==> config.mk <==
export PLATFORM = sky130hd
export DESIGN_NAME = tcw_ctrl
export DESIGN_NICKNAME = d
export VERILOG_FILES = /design/src/hdl/tcw_pkg.sv /design/src/hdl/tcw_ctrl.sv
export SDC_FILE = /design/constraint.sdc
export NUM_CORES = 1
export LEC_CHECK = 0
export BUFFER_PORTS_ARGS = -buffer_cell sky130_fd_sc_hd__buf_4
export CORE_UTILIZATION = 52
export CTS_BUF_LIST = sky130_fd_sc_hd__clkbuf_4 sky130_fd_sc_hd__clkbuf_8
export CTS_CLUSTER_SIZE = 30
export DETAILED_ROUTE_END_ITERATION = 12
export GPL_ROUTABILITY_DRIVEN = 0
export MAX_ROUTING_LAYER = met4
export PLACE_DENSITY_LB_ADDON = 0.3
export SLEW_MARGIN = 40
export SYNTH_ARGS = -nofsm -noshare
export SYNTH_HDL_FRONTEND = slang
export SYNTH_SLANG_ARGS = --single-unit
==> constraint.sdc <==
create_clock -name clk -period 2.5 [get_ports clk]
set_clock_uncertainty 0.1 [all_clocks]
set_input_delay 0.75 -clock clk [delete_from_list [all_inputs] [get_ports clk]]
set_output_delay 0.75 -clock clk [all_outputs]
set_load 0.05 [all_outputs]
==> src/hdl/tcw_pkg.sv <==
`timescale 1ns / 1ps
// ----------------------------------------------------------------------------
// tcw_pkg
// Shared sizes, codes and controller/datapath link types of the text console.
// ----------------------------------------------------------------------------
package tcw_pkg;

  localparam int COLUMNS       = 80;
  localparam int ROWS          = 25;
  localparam int HISTORY_LINES = 256;

  localparam int ROW_W  = $clog2(ROWS);
  localparam int COL_W  = $clog2(COLUMNS);
  localparam int HEAD_W = $clog2(HISTORY_LINES);
  localparam int OFF_W  = $clog2(HISTORY_LINES + 1);
  localparam int SUM_W  = ((OFF_W > 8) ? OFF_W : 8) + 1;
  localparam int SCR_AW = $clog2(ROWS * COLUMNS);
  localparam int HIS_AW = $clog2(HISTORY_LINES * COLUMNS);

  // port field widths
  localparam int OP_W       = 3;
  localparam int CHAR_W     = 8;
  localparam int CNT_W      = 8;
  localparam int CROW_W     = 5;
  localparam int CCOL_W     = 7;
  localparam int VOFF_W     = 9;
  localparam int CELL_W     = 16;
  localparam int ATTR_W     = 8;
  localparam int CFG_IDX_W  = 2;
  localparam int CFG_DATA_W = 8;

  localparam logic [OP_W-1:0] OP_PUT   = 3'd0;
  localparam logic [OP_W-1:0] OP_UP    = 3'd1;
  localparam logic [OP_W-1:0] OP_DOWN  = 3'd2;
  localparam logic [OP_W-1:0] OP_READ  = 3'd3;
  localparam logic [OP_W-1:0] OP_CLEAR = 3'd4;

  localparam logic [CFG_IDX_W-1:0] CFG_TEXT_ATTR  = 2'd0;
  localparam logic [CFG_IDX_W-1:0] CFG_BLANK_ATTR = 2'd1;

  localparam logic [CHAR_W-1:0] CH_BS    = 8'h08;
  localparam logic [CHAR_W-1:0] CH_TAB   = 8'h09;
  localparam logic [CHAR_W-1:0] CH_LF    = 8'h0A;
  localparam logic [CHAR_W-1:0] CH_CR    = 8'h0D;
  localparam logic [CHAR_W-1:0] CH_SPACE = 8'h20;

  localparam logic [ATTR_W-1:0] ATTR_RESET = 8'h07;
  localparam logic [CELL_W-1:0] CELL_RESET = 16'h0720;

  typedef enum logic [2:0] {
    CC_LF, CC_CR, CC_BS, CC_TAB, CC_PRINT, CC_IGNORE
  } chr_class_t;

  typedef enum logic [1:0] {
    RS_ZERO, RS_BLANK, RS_SCREEN, RS_HIST
  } rd_src_t;

  typedef struct packed {
    logic cap;
    logic exec;
    logic tab_wr;
    logic put_wr;
    logic adv;
    logic cmt_step;
    logic cmt_end;
    logic clr_step;
    logic clr_end;
    logic init;
    logic rd_issue;
    logic rd_take;
    logic out_load;
  } tcw_cmd_t;

  typedef struct packed {
    logic [OP_W-1:0] op;
    chr_class_t      cls;
    logic            tab_more;
    logic            wrap;
    logic            last_row;
    logic            cmt_last;
    logic            clr_last;
  } tcw_sts_t;

endpackage

==> src/hdl/tcw_ctrl.sv <==
`timescale 1ns / 1ps
// ----------------------------------------------------------------------------
// tcw_ctrl
// Sequencer of the console: steps one operation through the datapath.
// ----------------------------------------------------------------------------
module tcw_ctrl import tcw_pkg::*; (
  input  logic     clk,
  input  logic     rst_n,
  input  logic     in_valid,
  output logic     in_ready,
  output logic     out_valid,
  input  logic     out_ready,
  input  tcw_sts_t sts,
  output tcw_cmd_t cmd
);

  typedef enum logic [11:0] {
    ST_INIT = 12'b000000000001,
    ST_IDLE = 12'b000000000010,
    ST_EXEC = 12'b000000000100,
    ST_TAB  = 12'b000000001000,
    ST_PUT  = 12'b000000010000,
    ST_ADV  = 12'b000000100000,
    ST_CMT  = 12'b000001000000,
    ST_CLR  = 12'b000010000000,
    ST_RD1  = 12'b000100000000,
    ST_RD2  = 12'b001000000000,
    ST_DONE = 12'b010000000000,
    ST_SPR  = 12'b100000000000
  } state_t;

  state_t state_r, state_nxt;
  logic   out_valid_r, out_valid_nxt;
  logic   out_free;

  assign out_free  = !out_valid_r || out_ready;
  assign in_ready  = (state_r == ST_IDLE);
  assign out_valid = out_valid_r;

  always_comb begin
    state_nxt     = state_r;
    out_valid_nxt = out_valid_r;
    cmd           = '0;
    if (out_valid_r && out_ready) begin
      out_valid_nxt = 1'b0;
    end
    case (state_r)
      ST_INIT: begin
        cmd.clr_step = 1'b1;
        cmd.init     = 1'b1;
        if (sts.clr_last) begin
          cmd.clr_end = 1'b1;
          state_nxt   = ST_IDLE;
        end
      end
      ST_IDLE: begin
        if (in_valid) begin
          cmd.cap   = 1'b1;
          state_nxt = ST_EXEC;
        end
      end
      ST_EXEC: begin
        cmd.exec = 1'b1;
        case (sts.op)
          OP_PUT: begin
            case (sts.cls)
              CC_LF:    state_nxt = ST_ADV;
              CC_TAB:   state_nxt = ST_TAB;
              CC_PRINT: state_nxt = ST_PUT;
              default:  state_nxt = ST_DONE;
            endcase
          end
          OP_READ:  state_nxt = ST_RD1;
          OP_CLEAR: state_nxt = ST_CLR;
          default:  state_nxt = ST_DONE;
        endcase
      end
      ST_TAB: begin
        if (sts.tab_more) begin
          cmd.tab_wr = 1'b1;
        end else begin
          state_nxt = ST_DONE;
        end
      end
      ST_PUT: begin
        cmd.put_wr = 1'b1;
        state_nxt  = sts.wrap ? ST_ADV : ST_DONE;
      end
      ST_ADV: begin
        if (sts.last_row) begin
          state_nxt = ST_CMT;
        end else begin
          cmd.adv   = 1'b1;
          state_nxt = ST_DONE;
        end
      end
      ST_CMT: begin
        cmd.cmt_step = 1'b1;
        if (sts.cmt_last) begin
          cmd.cmt_end = 1'b1;
          state_nxt   = ST_DONE;
        end
      end
      ST_CLR: begin
        cmd.clr_step = 1'b1;
        if (sts.clr_last) begin
          cmd.clr_end = 1'b1;
          state_nxt   = ST_DONE;
        end
      end
      ST_RD1: begin
        cmd.rd_issue = 1'b1;
        state_nxt    = ST_RD2;
      end
      ST_RD2: begin
        cmd.rd_take = 1'b1;
        state_nxt   = ST_DONE;
      end
      ST_DONE: begin
        if (out_free) begin
          cmd.out_load  = 1'b1;
          out_valid_nxt = 1'b1;
          state_nxt     = ST_IDLE;
        end
      end
      default: state_nxt = ST_IDLE;
    endcase
  end

  always_ff @(posedge clk) begin
    if (!rst_n) begin
      state_r     <= ST_INIT;
      out_valid_r <= 1'b0;
    end else begin
      state_r     <= state_nxt;
      out_valid_r <= out_valid_nxt;
    end
  end

endmodule

==> reports/results.txt, run 1 <==
The flow ran to the end, but the final reports show violations. The final reports fail on setup timing. In the global route stage, overall resource usage came out at 34.2%. The tools report the detailed-placement wirelength estimate as 2120 um.

Buffers placed on the I/O ports in this run total 29. Once detail routing completed, the nets flagged for antenna violations numbered 0. By area the synthesized netlist is led by dfxtp_1, nor4_4, and3_1, nand2b_1, nor3_1. The final hold violation count was 0; the final critical-path share of the clock period was 111%. The logs give 0 for the number of hold buffers added after cts and 0 for the number of DRC violations after detailed routing. Of the total power, combinational logic draws 39.7%. After global routing the overflow that remains totals 0. For the number of sinks handled by clock tree synthesis, the log shows 12. The horizontal die dimension works out to 45.5 um.

The vertical die dimension was 45.5 um; the post-route worst hold slack was 497 ps. For this design the top-level I/O count stands at 30. The worst setup path is of the reg2out kind. The full die area was 0.00207 sq mm; the time the worst path needs with I/O delays and setup was 2770 ps.

Of the post-synthesis cell area, the dominant cell type holds 24.5%. The worst hold path belongs to the class reg2reg. The critical path goes through or4_4 -> nor4_4 -> nor3b_4 -> buf_6. After routing the design area is 0.00164 sq mm.

Setup violations remaining at the end of the flow were counted as 13. Setup repair after global routing could not meet its margin everywhere. The net total in the final layout was 180; the share of synthesized flip-flops with an asynchronous set or reset was 0%. The run gives 129 as the net count after synthesis. The run gives 1067 as the number of global-route vias before repair.

The tools report the relative slew slack as 66.9%. The number of register bits inferred by synthesis came out at 12. The number of DRC violations after detailed-routing iteration 0 was 45; the share of the yosys chip area belonging to registers was 24.5%. Dividing the detail-routed via count by the number of cells gives 6.47.

The layout overhead on the synthesized area was 66.6%; the leakage power total was 0.694 nW. dfxtp_1 takes more of the synthesized area than any other cell. The required time of the critical path was 1650 ps; the summed instance area of the synthesized netlist was 982 sq um. The library cells used most frequently in the layout, excluding fill and tap cells, are buf_4, buf_6, nor2_1. The number of buffers inserted during clock tree synthesis came out at 3. The tools report the antenna diode count as 0. The part of the power in the clock network was 27.3%. In the final layout, the multi-input gates occupy 818 sq um. The later-pin clock latency in the skew report is 290 ps, and the net load switching power is 0.207 mW.

The H-tree depth reported by CTS is 1. The most frequent standard cell in the layout excluding fill and tap cells was buf_4. The switching share of power was 34.1%. At the pin with the least slew margin, the transition time is 483 ps. The internal portion of the total power is 0.399 mW. Registers are responsible for 33.0% of the overall power. The first global-routing pass estimated 4860 um of wire. Summing all placed instances gives a cell area of 0.00136 sq mm. The maximum fanout count along the critical path was 6; the layout cell share with drive strength beyond 1 was 57.9%. The routed layout has 1223 vias. Entering global routing, the biggest net connects 13 pins.

The tools report the capturing element type of the critical path as a primary output. The fmax is 361 MHz, and the final wirelength is 3890 um. In the final routed layout, each cell accounts on average for 20.6 um.

The number of antenna violations at the first check in global routing is 0. The tools report the flip-flop and latch area as 250 sq um. The tools report the total of warnings raised by yosys as 0. The most instantiated flip-flop cell in the synthesis netlist is dfxtp_1. The setup slack at placement came out at 19.1 ps. The starting utilization of the core area is 56.3%, and the maximum buffer depth of the clock tree is 2.

Across the VDD grid, the largest voltage drop is 0.000411 V. The number of synthesized flops with an enable pin is 0, and the per-instance average area after synthesis is 8.62 sq um. For the final routed database, the setup TNS stands at -2500 ps. The filler cells instantiated in the layout total 56. Number of max-slew violations in the final report: 0. Max capacitance violation total: 0. STA classifies the critical path startpoint as a register.

In this run the power density over the cells is 370 mW/mm^2. The core region is 0.00175 sq mm. Among all stages on the critical path, the largest delay is contributed by or4_4. After floorplanning, the core was divided into 15 placement rows. On the worst path, the slowest cell contributes a delay of 600 ps.

The final worst setup slack was -268 ps. Clock-pin slew was measured on the worst setup and hold paths at 90 ps. The cell count after synthesis came out at 114. TritonCTS built the clock tree.

At the worst endpoint, the arrival time is 1920 ps. Synthesis instantiated 48 different standard cells from the library. For this run, the detailed router's first-pass iteration total came to 4. In this run the clock root is driven by a clkbuf_4.
==> power by group through the flow <==
stage          Combinational [mW]  Sequential (mW)  Clock, mW
2_1_floorplan               0.132            0.204          0
3_3_place_gp                0.183            0.204          0
3_5_place_dp                0.188            0.204          0
4_1_cts                     0.211            0.200      0.157
5_1_grt                     0.249            0.200      0.172
6_report                    0.241            0.200      0.165
==> stage by stage <==
step	utilization [%]	std cells	power [mW]
global placement	77.6	173	0.387
finish	93.8	189	0.606
floorplan	-	114	0.336
CTS	88.6	182	0.568
detailed placement	77.6	173	0.392
global route	93.8	189	0.621
==> metal layers <==
metal / share of wire (%) / track usage (%)
met4: 2.5 / 13.9
met3: 7.0 / 5.16
met1: 39 / 37.0
met5: 0 / -
met2: 52 / 61.1
==> flip-flops by register name, summed over array words and instances (netlist names) <==
register and count:
state_r 11, out_valid 1
==> kinds of logic (layout without fill, tap and decap cells) <==
logic type / Yosys count / in the layout / synth area share, %
AO/OA/AOI/OAI: 22 / 22 / 17.6
XOR/XNOR: 4 / 4 / 3.57
buffers and inverters: 10 / 60 / 5.86
flip-flops: 12 / 12 / 24.5
multiplexers: 1 / 1 / 1.02
AND/OR/NAND/NOR: 65 / 65 / 47.5
==> final cells by class <==
class                           count  share of cell area (%)
Clock buffer                        4                    2.22
Inverter                            2                   0.459
Multi-Input combinational cell     92                    50.0
Sequential cell                    12                    15.3
Tap cell                           25                    1.91
Timing Repair Buffer               54                    30.1
==> worst paths after layout <==
check,from,depth (start not counted),slack [ps],end
worst max-delay path,state_r[0],4,-270,cmd[8]
worst min register to register,out_valid,2,500,out_valid
worst max register to register,state_r[1],6,250,state_r[2]
worst min-delay path,out_valid,2,500,out_valid
==> synth_stat cells, types with 3 or more instances <==
| cell | instances |
|---|---|
| nor2_1 | 7 |
| nor3_1 | 6 |
| nor4_4 | 3 |
| nand2b_1 | 5 |
| nand2_1 | 6 |
| xnor2_1 | 3 |
| o21a_1 | 3 |
| nand3b_1 | 4 |
| buf_2 | 4 |
| or3_1 | 3 |
| dfxtp_1 | 12 |
| a21boi_1 | 4 |
| and2_1 | 4 |
| o21ai_0 | 4 |
| and3_1 | 5 |
==> worst max-delay path, delay by kind of cell, from the launching register on <==
family | cells | cell delay [ps]
simple gates | 3 | 1110
flops | 1 | 330
buf+inv | 1 | 190
==> timing repair <==
item / 4_1_cts / 5_1_grt
pin swaps: 12 / 8
endpoints found under the setup margin: 14 / 13
buffers inserted: 5 / 7
resized for setup: 29 / 9
No activity file was read; power rests on OpenSTA's default activity.
==> run 2: changes to the inputs <==
CORE_MARGIN = 2   (was default)
CORE_UTILIZATION = 50   (was 52)
==> reports/results.txt, run 2 (same netlist as run 1, synthesis figures left out) <==
The run finished, with violations left. The checks that failed: setup timing. The maximum buffer depth of the clock tree was 2 (unchanged). The final global-route overflow total came out at 0 (unchanged). Later-pin clock latency in the skew report: 300 ps (about the same).

The number of I/O port buffers was 29 (unchanged). For the number of max-slew violations in the final report, the log shows 0 (unchanged). The site row count was 16 (+1). Setup repair after global routing could not meet its margin everywhere. The class of the tightest hold or removal check is reg2reg. TritonCTS built the clock tree.

The total routing resource utilization after global routing came out at 28.8% (-5.3 points). The length of the first detailed-routing pass in iterations is 4 (unchanged). state_r holds more flip-flops than any other register. Detailed-placement wirelength estimate: 2100 um (-0.55%). The run gives 0.00233 sq mm (+13%) as the full die area.

The run gives 1650 ps (about the same) as the required time of the critical path. The post-layout total power is 0.610 mW (+0.61%). The logs give 0 (unchanged) for the number of antenna violations at the first check in global routing and 12 (unchanged) for the number of sinks handled by clock tree synthesis. The time the worst path needs with I/O delays and setup came out at 2780 ps (+10.9 ps).

The root buffer cell chosen for the clock tree is clkbuf_4. The maximum fanout count along the critical path is 5 (-1), and the cell area power density is 381 mW/mm^2 (+3.0%). The signal on the critical path passes through or4_4 -> nor4_4 -> nor3b_4 -> buf_6. The fmax is 360 MHz (-0.39%), and the final hold violation count is 0 (unchanged).

In the layout the commonest cells are buf_4, buf_6, nor2_1, dfxtp_1, nor4_4. The worst setup path is launched from a register. The H-tree depth reported by CTS was 1 (unchanged); the first-pass GRT wire length was 4990 um (+2.7%). For the antenna diode count, the log shows 0 (unchanged). Worst setup path category: reg2out. Max capacitance violation total: 0 (unchanged). The per-cell routed wire length came out at 20.2 um (-2.0%). The cell family contributing the most delay on the critical path is simple AND/OR/NAND/NOR gates. Leakage power total: 0.662 nW (-4.7%). The logs give 51.6% (-4.6 points) for the starting utilization of the core area and 0 (unchanged) for the number of DRC violations after detailed routing.

The ratio of routed vias to standard cells is 6.38 (-1.4%). Endpoint arrival time on the critical path: 1930 ps (about the same). The post-CTS clock slew at the launch and capture registers of the worst setup and hold paths was 100 ps (about the same). The number of DRC violations after detailed-routing iteration 0 is 54 (+20%), and the transition time at the pin with the least slew margin is 518 ps (+34.2 ps). The worst setup slack for register-to-register paths was 220 ps (-30 ps). The tools report the relative slew slack as 64.6% (-2.3 points). The logs give 0.00190 sq mm (+9.0%) for the core area and 0 (unchanged) for the post-detailed-route count of antenna-violating nets.

The flip-flop count of the largest register, all copies and words added came out at 11 (unchanged). The total I/O pin count is 30 (unchanged). Net total in the final layout: 174 (-3.3%).

Capturing element type of the critical path: a primary output. The layout cell share with drive strength beyond 1 came out at 55.7% (-2.2 points). Horizontal die dimension: 48.3 um (+6.3%). The run gives 251 sq um (+0.50%) as the flip-flop and latch area. The final critical-path share of the clock period came out at 111% (+0.44 points). Sum of buffers and inverters on the critical path: 1 (unchanged).

The maximum number of pins on one net before global-route repair came out at 13 (unchanged). The worst vdd rail ir drop is 0.000418 V (+1.8%). Compared with the post-synthesis result, the final layout area differs by 62.8%. The run gives 22.7 ps (+3.51 ps) as the setup slack at placement.

The number of global-route vias before repair was 1090 (+2.2%); the number of setup violations in the final report was 13 (unchanged). The final wirelength was 3730 um (-4.0%). The most frequent standard cell in the layout excluding fill and tap cells is buf_4.

The number of hold buffers added after cts came out at 0 (unchanged). The final worst setup slack is -279 ps (-10.9 ps). For the number of inserted filler cells in the final layout, the log shows 109 (+95%).

Vertical die dimension: 48.3 um (+6.3%). The largest stage delay on the critical path was 600 ps (about the same); the overall via count from detail_route was 1180 (-3.5%). The area of the multi-input gates is 835 sq um (+2.0%), and the number of buffers inserted during clock tree synthesis is 3 (unchanged). The slowest stage of the critical path belongs to the cell or4_4.
run 2: changes by cell type in the layout (fill, tap and decap cells not counted), sizes merged:
cell  delta
buf      -6
run 2: worst register-to-register path, stage by stage (launching register included):
cell	delay (ps)
dfxtp_1	450
or2_1	390
nor4_4	100
buf_4	160
buf_4	130
buf_4	120
a21o_2	250
nor2_1	290
and4_1	230
run 2: final cells by class:
cell class / instances / share of cell area (%)
well taps: 27 / 2.11
repair buffers: 48 / 27.2
multi-input cells: 92 / 52.2
inverters: 2 / 0.469
clock buffers: 4 / 2.27
flip-flops and latches: 12 / 15.7
run 2: routing by layer:
metal | vias to the layer above | share of wire [%] | global-route usage (%)
met5 | - | 0 | -
met4 | 0 | 6.4 | 17.6
met3 | 27 | 6.6 | 8.02
met2 | 85 | 50 | 47.9
met1 | 553 | 37 | 30.4
li1 | 515 | - | -
run 2: final timing paths:
| check | startpoint | to | depth (start not counted) |
|---|---|---|---|
| worst min-delay path | out_valid | out_valid | 2 |
| worst max register to register | state_r[9] | state_r[4] | 8 |
| worst max-delay path | state_r[2] | cmd[8] | 4 |
| worst min register to register | out_valid | out_valid | 2 |
run 2: metrics by stage:
stage          hold slack [ps]  cells  util [%]  cell area [sq um]  TNS [ps]
3_5_place_dp               420    172      70.2               1340         0
2_1_floorplan              413    114         -               1070     -1450
5_1_grt                    470    185      84.1               1600     -3260
4_1_cts                    433    180      78.7               1500     -1540
3_3_place_gp               406    172      70.2               1340         0
6_report                   452    185      84.1               1600     -2480
run 2: power breakdown:
part | leakage (nW) | switching (mW) | total, mW | internal, mW
Sequential | 0.101 | 0.00436 | 0.199 | 0.195
Clock | 0.0210 | 0.0909 | 0.180 | 0.0891
Combinational | 0.540 | 0.124 | 0.231 | 0.107
run 2: repair_timing:
item / 4_1_cts / 5_1_grt
cloned: 0 / 0
gates resized for setup: 24 / 16
setup buffers: 4 / 5
endpoints found under the setup margin: 13 / 14
pin swaps: 8 / 10
